File: config.mk
export PLATFORM = sky130hd
export DESIGN_NAME = deadline_sorted_timer_queue_top
export DESIGN_NICKNAME = d
export VERILOG_FILES = /design/src/dstq_pkg.sv /design/src/deadline_sorted_timer_queue_top.sv /design/src/dstq_ram.sv
export SDC_FILE = /design/constraint.sdc
export NUM_CORES = 2
export LEC_CHECK = 0
export ABC_AREA = 0
export BUFFER_PORTS_ARGS = -buffer_cell sky130_fd_sc_hd__buf_4
export CAP_MARGIN = 20
export CELL_PAD_IN_SITES_DETAIL_PLACEMENT = 1
export CELL_PAD_IN_SITES_GLOBAL_PLACEMENT = 1
export CORE_ASPECT_RATIO = 2
export CORE_MARGIN = 4
export CORE_UTILIZATION = 60
export CTS_BUF_LIST = sky130_fd_sc_hd__clkbuf_8
export DETAILED_ROUTE_END_ITERATION = 16
export HOLD_SLACK_MARGIN = 0.03
export PLACE_DENSITY_LB_ADDON = 0.3
export RECOVER_POWER = 50
export REMOVE_ABC_BUFFERS = 1
export SETUP_SLACK_MARGIN = 0.1
export SYNTH_ARGS = -nofsm -noshare
export SYNTH_HDL_FRONTEND = slang
export SYNTH_SLANG_ARGS = --single-unit
File: constraint.sdc
create_clock -name i_clk -period 19.37 [get_ports i_clk]
set_clock_uncertainty 0.15 [all_clocks]
set_input_delay 3.874 -clock i_clk [delete_from_list [all_inputs] [get_ports i_clk]]
set_output_delay 3.874 -clock i_clk [all_outputs]
set_load 0.01 [all_outputs]
File: src/dstq_pkg.sv
// Shared types and constants of the deadline sorted timer queue.
// No dependencies; imported by the top level.
package dstq_pkg;

    localparam int DEPTH       = 16;
    localparam int MAX_RESULTS = 16;
    localparam int AW          = (DEPTH > 1) ? $clog2(DEPTH) : 1;
    localparam int CW          = $clog2(DEPTH + 1);
    localparam int DUE_W       = 48;
    localparam int ID_W        = 32;
    localparam int TAG_W       = 16;
    localparam int OP_W        = 3;
    localparam int POS_W       = 5;
    localparam int STAT_W      = 2;
    localparam int PEND_W      = 5;

    typedef enum logic [OP_W-1:0] {
        OP_ADD    = 3'd0,
        OP_TAKE   = 3'd1,
        OP_CANCEL = 3'd2,
        OP_CLEAR  = 3'd3,
        OP_LIST   = 3'd4
    } t_op;

    typedef enum logic [STAT_W-1:0] {
        ST_OK    = 2'd0,
        ST_FULL  = 2'd1,
        ST_RANGE = 2'd2,
        ST_NONE  = 2'd3
    } t_status;

    typedef struct packed {
        logic [DUE_W-1:0] due;
        logic [ID_W-1:0]  id;
        logic [TAG_W-1:0] tag;
    } t_entry;

    localparam int ENTRY_W = $bits(t_entry);

endpackage

File: src/deadline_sorted_timer_queue_top.sv
// Top level of the deadline sorted timer queue: control sequencer and result port.
// Depends on dstq_pkg and dstq_ram.
//
// The queue is held in one RAM as a ring addressed from a head pointer; add, take,
// cancel and list walk it one entry per cycle via the RAM's single read and write
// port. Results come one per cycle, each for exactly one cycle under o_valid, and
// the run of an item ends with o_last; they cannot be held off. Clear, a refused
// add, a bad cancel position, an empty list and an unknown op answer at the edge
// after the item is taken. An add walks back from the tail, moving each held entry
// with a later due time one place up. A take scans the due entries from the head,
// up to MAX_RESULTS, then delivers and drops them (ST_NONE if none is due); a list
// delivers up to MAX_RESULTS entries. A cancel delivers the entry at position p and
// moves later ones down. busy stays high until the final result of the run is shown.
module deadline_sorted_timer_queue_top
    import dstq_pkg::*;
(
    input  logic              i_clk,
    input  logic              i_rst_n,
    input  logic              start,
    output logic              busy,
    input  logic [OP_W-1:0]   i_op,
    input  logic [DUE_W-1:0]  i_new_due,
    input  logic [TAG_W-1:0]  i_new_tag,
    input  logic [DUE_W-1:0]  i_now_time,
    input  logic [POS_W-1:0]  i_cancel_position,
    output logic              o_valid,
    output logic [STAT_W-1:0] o_status,
    output logic [ID_W-1:0]   o_entry_id,
    output logic [DUE_W-1:0]  o_entry_due,
    output logic [TAG_W-1:0]  o_entry_tag,
    output logic [PEND_W-1:0] o_pending_count,
    output logic              o_last
);

    typedef enum logic [2:0] {
        S_IDLE,
        S_ADD_CMP,
        S_ADD_PUT,
        S_SCAN,
        S_EMIT,
        S_CAN_GRAB,
        S_CAN_SHIFT
    } t_state;

    t_state            r_state, n_state;
    logic [CW-1:0]     r_count, n_count;
    logic [AW-1:0]     r_head, n_head;
    logic [ID_W-1:0]   r_next_id, n_next_id;
    logic [CW-1:0]     r_idx, n_idx;
    logic [CW-1:0]     r_lim, n_lim;
    logic [CW-1:0]     r_pend, n_pend;
    logic              r_take, n_take;
    t_entry            r_new, n_new;
    t_entry            r_ent, n_ent;

    logic              r_valid, n_valid;
    t_status           r_status, n_status;
    t_entry            r_out, n_out;
    logic [PEND_W-1:0] r_pend_out, n_pend_out;
    logic              r_last, n_last;

    logic              ram_we;
    logic [AW-1:0]     ram_waddr;
    t_entry            ram_wdata;
    logic [AW-1:0]     ram_raddr;
    logic [ENTRY_W-1:0] ram_rdata_bits;
    t_entry            rdata;

    logic              accept;

    function automatic logic [AW-1:0] phys(input logic [AW-1:0] head,
                                           input logic [CW-1:0] idx);
        logic [CW:0] sum;
        sum = (CW+1)'(head) + (CW+1)'(idx);
        if (sum >= (CW+1)'(DEPTH)) begin
            sum = sum - (CW+1)'(DEPTH);
        end
        return sum[AW-1:0];
    endfunction

    dstq_ram #(
        .WIDTH (ENTRY_W),
        .DEPTH (DEPTH),
        .AW    (AW)
    ) u_ram (
        .i_clk   (i_clk),
        .i_we    (ram_we),
        .i_waddr (ram_waddr),
        .i_wdata (ram_wdata),
        .i_raddr (ram_raddr),
        .o_rdata (ram_rdata_bits)
    );

    assign rdata  = t_entry'(ram_rdata_bits);
    assign busy   = (r_state != S_IDLE);
    assign accept = start && !busy;

    always_comb begin
        logic    emit;
        t_status e_status;
        t_entry  e_ent;
        logic [CW-1:0] e_pend;
        logic    e_last;

        n_state    = r_state;
        n_count    = r_count;
        n_head     = r_head;
        n_next_id  = r_next_id;
        n_idx      = r_idx;
        n_lim      = r_lim;
        n_pend     = r_pend;
        n_take     = r_take;
        n_new      = r_new;
        n_ent      = r_ent;
        ram_we     = 1'b0;
        ram_waddr  = phys(r_head, r_idx);
        ram_wdata  = rdata;
        ram_raddr  = phys(r_head, r_idx);
        emit       = 1'b0;
        e_status   = ST_OK;
        e_ent      = '0;
        e_pend     = r_count;
        e_last     = 1'b1;

        unique case (r_state)
            S_IDLE: begin
                if (accept) begin
                    unique case (i_op)
                        OP_ADD: begin
                            if (r_count == CW'(DEPTH)) begin
                                emit     = 1'b1;
                                e_status = ST_FULL;
                            end else begin
                                n_new.due = i_new_due;
                                n_new.tag = i_new_tag;
                                n_new.id  = r_next_id;
                                n_next_id = r_next_id + ID_W'(1);
                                n_idx     = r_count;
                                if (r_count == '0) begin
                                    n_state = S_ADD_PUT;
                                end else begin
                                    ram_raddr = phys(r_head, r_count - CW'(1));
                                    n_state   = S_ADD_CMP;
                                end
                            end
                        end
                        OP_TAKE: begin
                            n_new.due = i_now_time;
                            n_idx     = '0;
                            ram_raddr = phys(r_head, '0);
                            n_state   = S_SCAN;
                        end
                        OP_CANCEL: begin
                            if (i_cancel_position == '0
                                    || int'(i_cancel_position) > int'(r_count)) begin
                                emit     = 1'b1;
                                e_status = ST_RANGE;
                            end else begin
                                n_idx     = CW'(i_cancel_position - POS_W'(1));
                                ram_raddr = phys(r_head,
                                                 CW'(i_cancel_position - POS_W'(1)));
                                n_state   = S_CAN_GRAB;
                            end
                        end
                        OP_CLEAR: begin
                            emit    = 1'b1;
                            n_count = '0;
                        end
                        OP_LIST: begin
                            if (r_count == '0) begin
                                emit     = 1'b1;
                                e_status = ST_NONE;
                            end else begin
                                n_lim     = (int'(r_count) > MAX_RESULTS)
                                            ? CW'(MAX_RESULTS) : r_count;
                                n_pend    = r_count;
                                n_take    = 1'b0;
                                n_idx     = '0;
                                ram_raddr = phys(r_head, '0);
                                n_state   = S_EMIT;
                            end
                        end
                        default: begin
                            emit     = 1'b1;
                            e_status = ST_NONE;
                        end
                    endcase
                end
            end
            S_ADD_CMP: begin
                ram_we    = 1'b1;
                ram_waddr = phys(r_head, r_idx);
                if (rdata.due > r_new.due) begin
                    ram_wdata = rdata;
                    n_idx     = r_idx - CW'(1);
                    if (r_idx == CW'(1)) begin
                        n_state = S_ADD_PUT;
                    end else begin
                        ram_raddr = phys(r_head, r_idx - CW'(2));
                    end
                end else begin
                    ram_wdata = r_new;
                    emit      = 1'b1;
                    e_ent     = r_new;
                    e_pend    = r_count + CW'(1);
                    n_count   = r_count + CW'(1);
                    n_state   = S_IDLE;
                end
            end
            S_ADD_PUT: begin
                ram_we    = 1'b1;
                ram_waddr = phys(r_head, r_idx);
                ram_wdata = r_new;
                emit      = 1'b1;
                e_ent     = r_new;
                e_pend    = r_count + CW'(1);
                n_count   = r_count + CW'(1);
                n_state   = S_IDLE;
            end
            S_SCAN: begin
                if (r_idx < r_count && int'(r_idx) < MAX_RESULTS
                        && rdata.due <= r_new.due) begin
                    n_idx     = r_idx + CW'(1);
                    ram_raddr = phys(r_head, r_idx + CW'(1));
                end else if (r_idx == '0) begin
                    emit     = 1'b1;
                    e_status = ST_NONE;
                    n_state  = S_IDLE;
                end else begin
                    n_lim     = r_idx;
                    n_pend    = r_count - r_idx;
                    n_take    = 1'b1;
                    n_idx     = '0;
                    ram_raddr = phys(r_head, '0);
                    n_state   = S_EMIT;
                end
            end
            S_EMIT: begin
                emit      = 1'b1;
                e_ent     = rdata;
                e_pend    = r_pend;
                e_last    = (r_idx + CW'(1) == r_lim);
                n_idx     = r_idx + CW'(1);
                ram_raddr = phys(r_head, r_idx + CW'(1));
                if (e_last) begin
                    n_state = S_IDLE;
                    if (r_take) begin
                        n_head  = phys(r_head, r_lim);
                        n_count = r_count - r_lim;
                    end
                end
            end
            S_CAN_GRAB: begin
                n_ent = rdata;
                if (r_idx + CW'(1) == r_count) begin
                    emit    = 1'b1;
                    e_ent   = rdata;
                    e_pend  = r_count - CW'(1);
                    n_count = r_count - CW'(1);
                    n_state = S_IDLE;
                end else begin
                    ram_raddr = phys(r_head, r_idx + CW'(1));
                    n_state   = S_CAN_SHIFT;
                end
            end
            S_CAN_SHIFT: begin
                ram_we    = 1'b1;
                ram_waddr = phys(r_head, r_idx);
                ram_wdata = rdata;
                if (r_idx + CW'(2) == r_count) begin
                    emit    = 1'b1;
                    e_ent   = r_ent;
                    e_pend  = r_count - CW'(1);
                    n_count = r_count - CW'(1);
                    n_state = S_IDLE;
                end else begin
                    n_idx     = r_idx + CW'(1);
                    ram_raddr = phys(r_head, r_idx + CW'(2));
                end
            end
            default: begin
                n_state = S_IDLE;
            end
        endcase

        n_valid    = emit;
        n_status   = emit ? e_status : r_status;
        n_out      = emit ? e_ent : r_out;
        n_pend_out = emit ? PEND_W'(e_pend) : r_pend_out;
        n_last     = emit ? e_last : r_last;
    end

    always_ff @(posedge i_clk) begin
        if (!i_rst_n) begin
            r_state   <= S_IDLE;
            r_count   <= '0;
            r_head    <= '0;
            r_next_id <= ID_W'(1);
            r_valid   <= 1'b0;
        end else begin
            r_state   <= n_state;
            r_count   <= n_count;
            r_head    <= n_head;
            r_next_id <= n_next_id;
            r_valid   <= n_valid;
        end
        r_idx      <= n_idx;
        r_lim      <= n_lim;
        r_pend     <= n_pend;
        r_take     <= n_take;
        r_new      <= n_new;
        r_ent      <= n_ent;
        r_status   <= n_status;
        r_out      <= n_out;
        r_pend_out <= n_pend_out;
        r_last     <= n_last;
    end

    assign o_valid         = r_valid;
    assign o_status        = r_status;
    assign o_entry_id      = r_out.id;
    assign o_entry_due     = r_out.due;
    assign o_entry_tag     = r_out.tag;
    assign o_pending_count = r_pend_out;
    assign o_last          = r_last;

    a_count_bound: assert property (@(posedge i_clk) disable iff (!i_rst_n)
        int'(r_count) <= DEPTH)
        else $error("held count exceeds depth");

    a_run_no_gap: assert property (@(posedge i_clk) disable iff (!i_rst_n)
        o_valid && !o_last |=> o_valid)
        else $error("result run broken before its final item");

    a_idle_final: assert property (@(posedge i_clk) disable iff (!i_rst_n)
        o_valid && !busy |-> o_last)
        else $error("block idle while a run is open");

    a_write_busy: assert property (@(posedge i_clk) disable iff (!i_rst_n)
        ram_we |-> busy)
        else $error("RAM written while idle");

    a_clear_empties: assert property (@(posedge i_clk) disable iff (!i_rst_n)
        accept && i_op == OP_CLEAR |=> r_count == '0 && o_valid && o_last)
        else $error("clear did not empty the queue");

endmodule

File: src/dstq_ram.sv
// Generic simple dual-port RAM: one write port, one read port, registered read.
// No dependencies.
module dstq_ram #(
    parameter int WIDTH = 8,
    parameter int DEPTH = 16,
    parameter int AW    = (DEPTH > 1) ? $clog2(DEPTH) : 1
) (
    input  logic             i_clk,
    input  logic             i_we,
    input  logic [AW-1:0]    i_waddr,
    input  logic [WIDTH-1:0] i_wdata,
    input  logic [AW-1:0]    i_raddr,
    output logic [WIDTH-1:0] o_rdata
);

    logic [WIDTH-1:0] mem [DEPTH];
    logic [WIDTH-1:0] r_rdata;

    always_ff @(posedge i_clk) begin
        if (i_we) begin
            mem[i_waddr] <= i_wdata;
        end
        r_rdata <= mem[i_raddr];
    end

    assign o_rdata = r_rdata;

endmodule
==> summary.md <==
| Metric | Value |
|---|---|
| Area of the multi-input gates | `18710 µm²` |
| Initial Util | `60.45%` |
| Post-CTS Setup Bufs | `0` |
| Total global-route track usage | `between 30% and 40%` |
| First-pass GRT wire length | `between 300000 and 400000 µm` |
| Area of the core | `~130000 µm²` |
| Post-synth EDFFs | `approximately 1800` |
| Ys flop type | `edfxtp_1` |
| Nets@finish | `around 4700` |
| Hold Vio Cnt, Final | `0` |
| Arrival time at the worst endpoint | `around 11 ns` |
| Crit path kind | `reg2reg` |
| Sink Count | `1989` |
| Via Count | `44210` |
| Number of max-cap violations | `39` |
| Drt pass-1 iters | `6` |
| Post-cts sizing count | `0` |
| Grt ovf | `0` |
| CTS Buf Count | `282` |
| Outcome | `complete, but fails checks` |
| Startpoint Class | `flip-flop` |
| Clk root buf | `clkbuf_8` |
| Leakage | `29.88 nW` |
| Hold Crit Class | `reg2reg` |
| Distinct cells, synth | `85` |
| Routability Congestion | `0.9717` |
| Filler cells | `between 10000 and 15000` |
| Worst slew margin | `-526.0%` |
| Post-DP HPWL | `120300 µm` |
| Largest cells by area after synthesis | `edfxtp_1, mux4_2, dfxtp_1, nand2b_1, ha_1` |
| Io pins | `229` |
| Post-synth top area share | `70.57%` |
| Die height | `520.0 µm` |
| Vias per Instance | `6.917` |
| DR iter-0 viols | `6079` |
| FF+latch count, synth | `about 2000` |
| Die X | `roughly 260 µm` |
| Avg Cell Area, Syn | `19.17 µm²` |
| Crit end category | `flip-flop` |
| Tmin final | `approximately 11 ns` |
| Failing checks | `capacitance limit, slew limit` |
| Total wire length | `around 230000 µm` |
| Port bufs | `228` |
| Fraction of layout cells with a size suffix above 1 | `24.06%` |
| Clock-pin slew on the worst setup and hold paths | `0.08 ns` |
| Row count | `about 190` |
| Final period util | `between 50% and 60%` |
| Worst-Margin Slew | `9.391 ns` |
| Area Growth Syn to Fin | `11.02%` |
| Yosys synthesis warning count | `0` |
| Sequential area share after synthesis | `around 74%` |
| Hold buffers post-CTS | `0` |
| Reg area | `between 50000 and 60000 µm²` |
| Routed Antenna Nets | `0` |
| Gate Count Post-Synth | `4103` |
| Critical Path Fanout Max | `96` |
| Post-synth top area cell | `edfxtp_1` |
| Power Density | `approximately 180 nW/µm²` |
| Min Hold Slack | `0.3242 ns` |
| VDD IR-drop max | `between 0.0002 and 0.0003 V` |
| Clock Latency Late Sink | `1.00 ns` |
| Wire per inst | `~36 µm` |
| Detailed-route DRC error count | `0` |
| Initial antenna violation count | `6` |
| Final setup violation count | `0` |
| FMAX | `0.09403 GHz` |
| Asr flop ratio synth | `0%` |
| Max-slew violations | `1630` |
| Final setup TNS | `0 ns` |
| H-tree levels | `5` |
| Data required, critical path | `roughly 20 ns` |
| Number of global-route vias before repair | `about 48000` |
| CTS tree | `built` |
| Worst-case clock buffer depth | `4` |
| Mapped cell area | `78630 µm²` |
| RSZ-0062 raised after global routing | `false` |
| Die ar. | `between 100000 and 150000 µm²` |
| Largest net degree at the start of global routing | `between 150 and 200` |
flip-flops by register name (all words and copies together) (netlist names):
| register | count |
|---|---|
| o_valid | 1 |
| u_ram.mem | 1536 |
| r_take | 1 |
| r_state | 3 |
| r_next_id | 32 |
| r_idx | 5 |
| r_lim | 5 |
| o_pending_count | 5 |
| o_entry_id | 32 |
| r_new | 96 |
| r_head | 4 |
| r_pend | 5 |
| o_last | 1 |
| u_ram.o_rdata | 96 |
| o_entry_due | 48 |
| o_status | 2 |
| o_entry_tag | 16 |
| r_count | 5 |
| r_ent | 96 |
critical path: stages (launching register included):
cell and delay (ns):
dfxtp_1 1.01, inv_1 0.39, fa_1 0.58, xnor2_1 0.60, nand2_1 0.43, nor2_4 0.18, clkbuf_1 6.52
stage by stage:
stage          utilization (%)  total power, mW  area (µm²)  instances  worst slack [ns]
5_1_grt                  67.10            16.36       87290       6390             8.632
3_5_place_dp             63.32            12.45       82380       5904             8.991
2_1_floorplan                -            11.55       77620       3893            -28.65
3_3_place_gp             63.32            12.11       82380       5904             9.106
6_report                 67.10            15.72       87300       6392             8.735
4_1_cts                  67.34            15.72       87600       6387             10.04
cell usage after synthesis, drive strengths merged, types with 6 or more instances:
cell / instances
o21a: 7
a22oi: 97
o22ai: 6
mux2i: 8
fa: 8
nand4: 22
mux2: 96
nand2b: 194
and2: 6
xnor2: 39
and3: 8
a211oi: 11
ha: 93
nor3: 22
clkbuf: 97
a22o: 49
xor2: 39
nand2: 82
buf: 113
or3: 13
a21o: 13
a222oi: 96
o21ai: 51
dfxtp: 141
nor2: 93
edfxtp: 1848
a31oi: 7
a221oi: 6
nand3: 124
o211ai: 8
a21oi: 68
mux4: 382
inv: 180
metal layers:
metal / GRT usage, % / part of all wire (%) / vias up
li1: - / - / 17390
met3: 6.966 / 9.0 / 667
met4: 16.14 / 5.4 / 6
met1: 42.13 / 34 / 23090
met5: 0 / 0.017 / -
met2: 56.79 / 51 / 3055
logic make-up after synthesis:
family | Yosys count | synth area share [%]
flops | 1989 | 74.16
simple gates | 590 | 4.056
mux | 486 | 12.42
compound gates | 465 | 4.597
buf+inv | 392 | 2.158
fa+ha+maj | 101 | 1.683
xor+xnor | 80 | 0.9277
area by class of cell:
class	instances	share of cell area, %
Inverter	182	0.7826
Sequential cell	1989	66.80
Timing Repair Buffer	312	2.558
Multi-Input combinational cell	1722	21.43
Antenna cell	3	0.008600
Tap cell	1701	2.438
Clock inverter	169	1.031
Clock buffer	314	4.951
where the power goes:
part | switching (mW) | internal (mW) | leakage, nW
Sequential | 0.332 | 6.13 | 18.0
Clock | 1.60 | 1.58 | 2.98
Combinational | 3.74 | 2.34 | 8.87
final timing paths:
kind	start	end	slack (ns)	depth (start not counted)
worst max-delay path	r_head[1]	u_ram.mem[12][42]	8.73	6
worst min-delay path	r_next_id[31]	r_new[47]	0.32	0
worst max register to register	r_head[1]	u_ram.mem[12][42]	8.73	6
worst min register to register	r_next_id[31]	r_new[47]	0.32	0
placed cells by master, fill, tap and decap left out, types with 39 or more instances in the layout:
cell type,n
a21oi_1,65
a222oi_1,96
a22o_1,49
a22oi_1,97
buf_4,256
clkbuf_1,41
clkbuf_8,314
clkinv_1,40
dfxtp_1,141
edfxtp_1,1848
ha_1,93
inv_1,260
mux2_2,76
mux4_2,382
nand2_1,81
nand2b_1,194
nand3_1,123
nor2_1,84
o21ai_0,48
xnor2_1,39
xor2_1,39
Power figures use the tool's default switching activity.
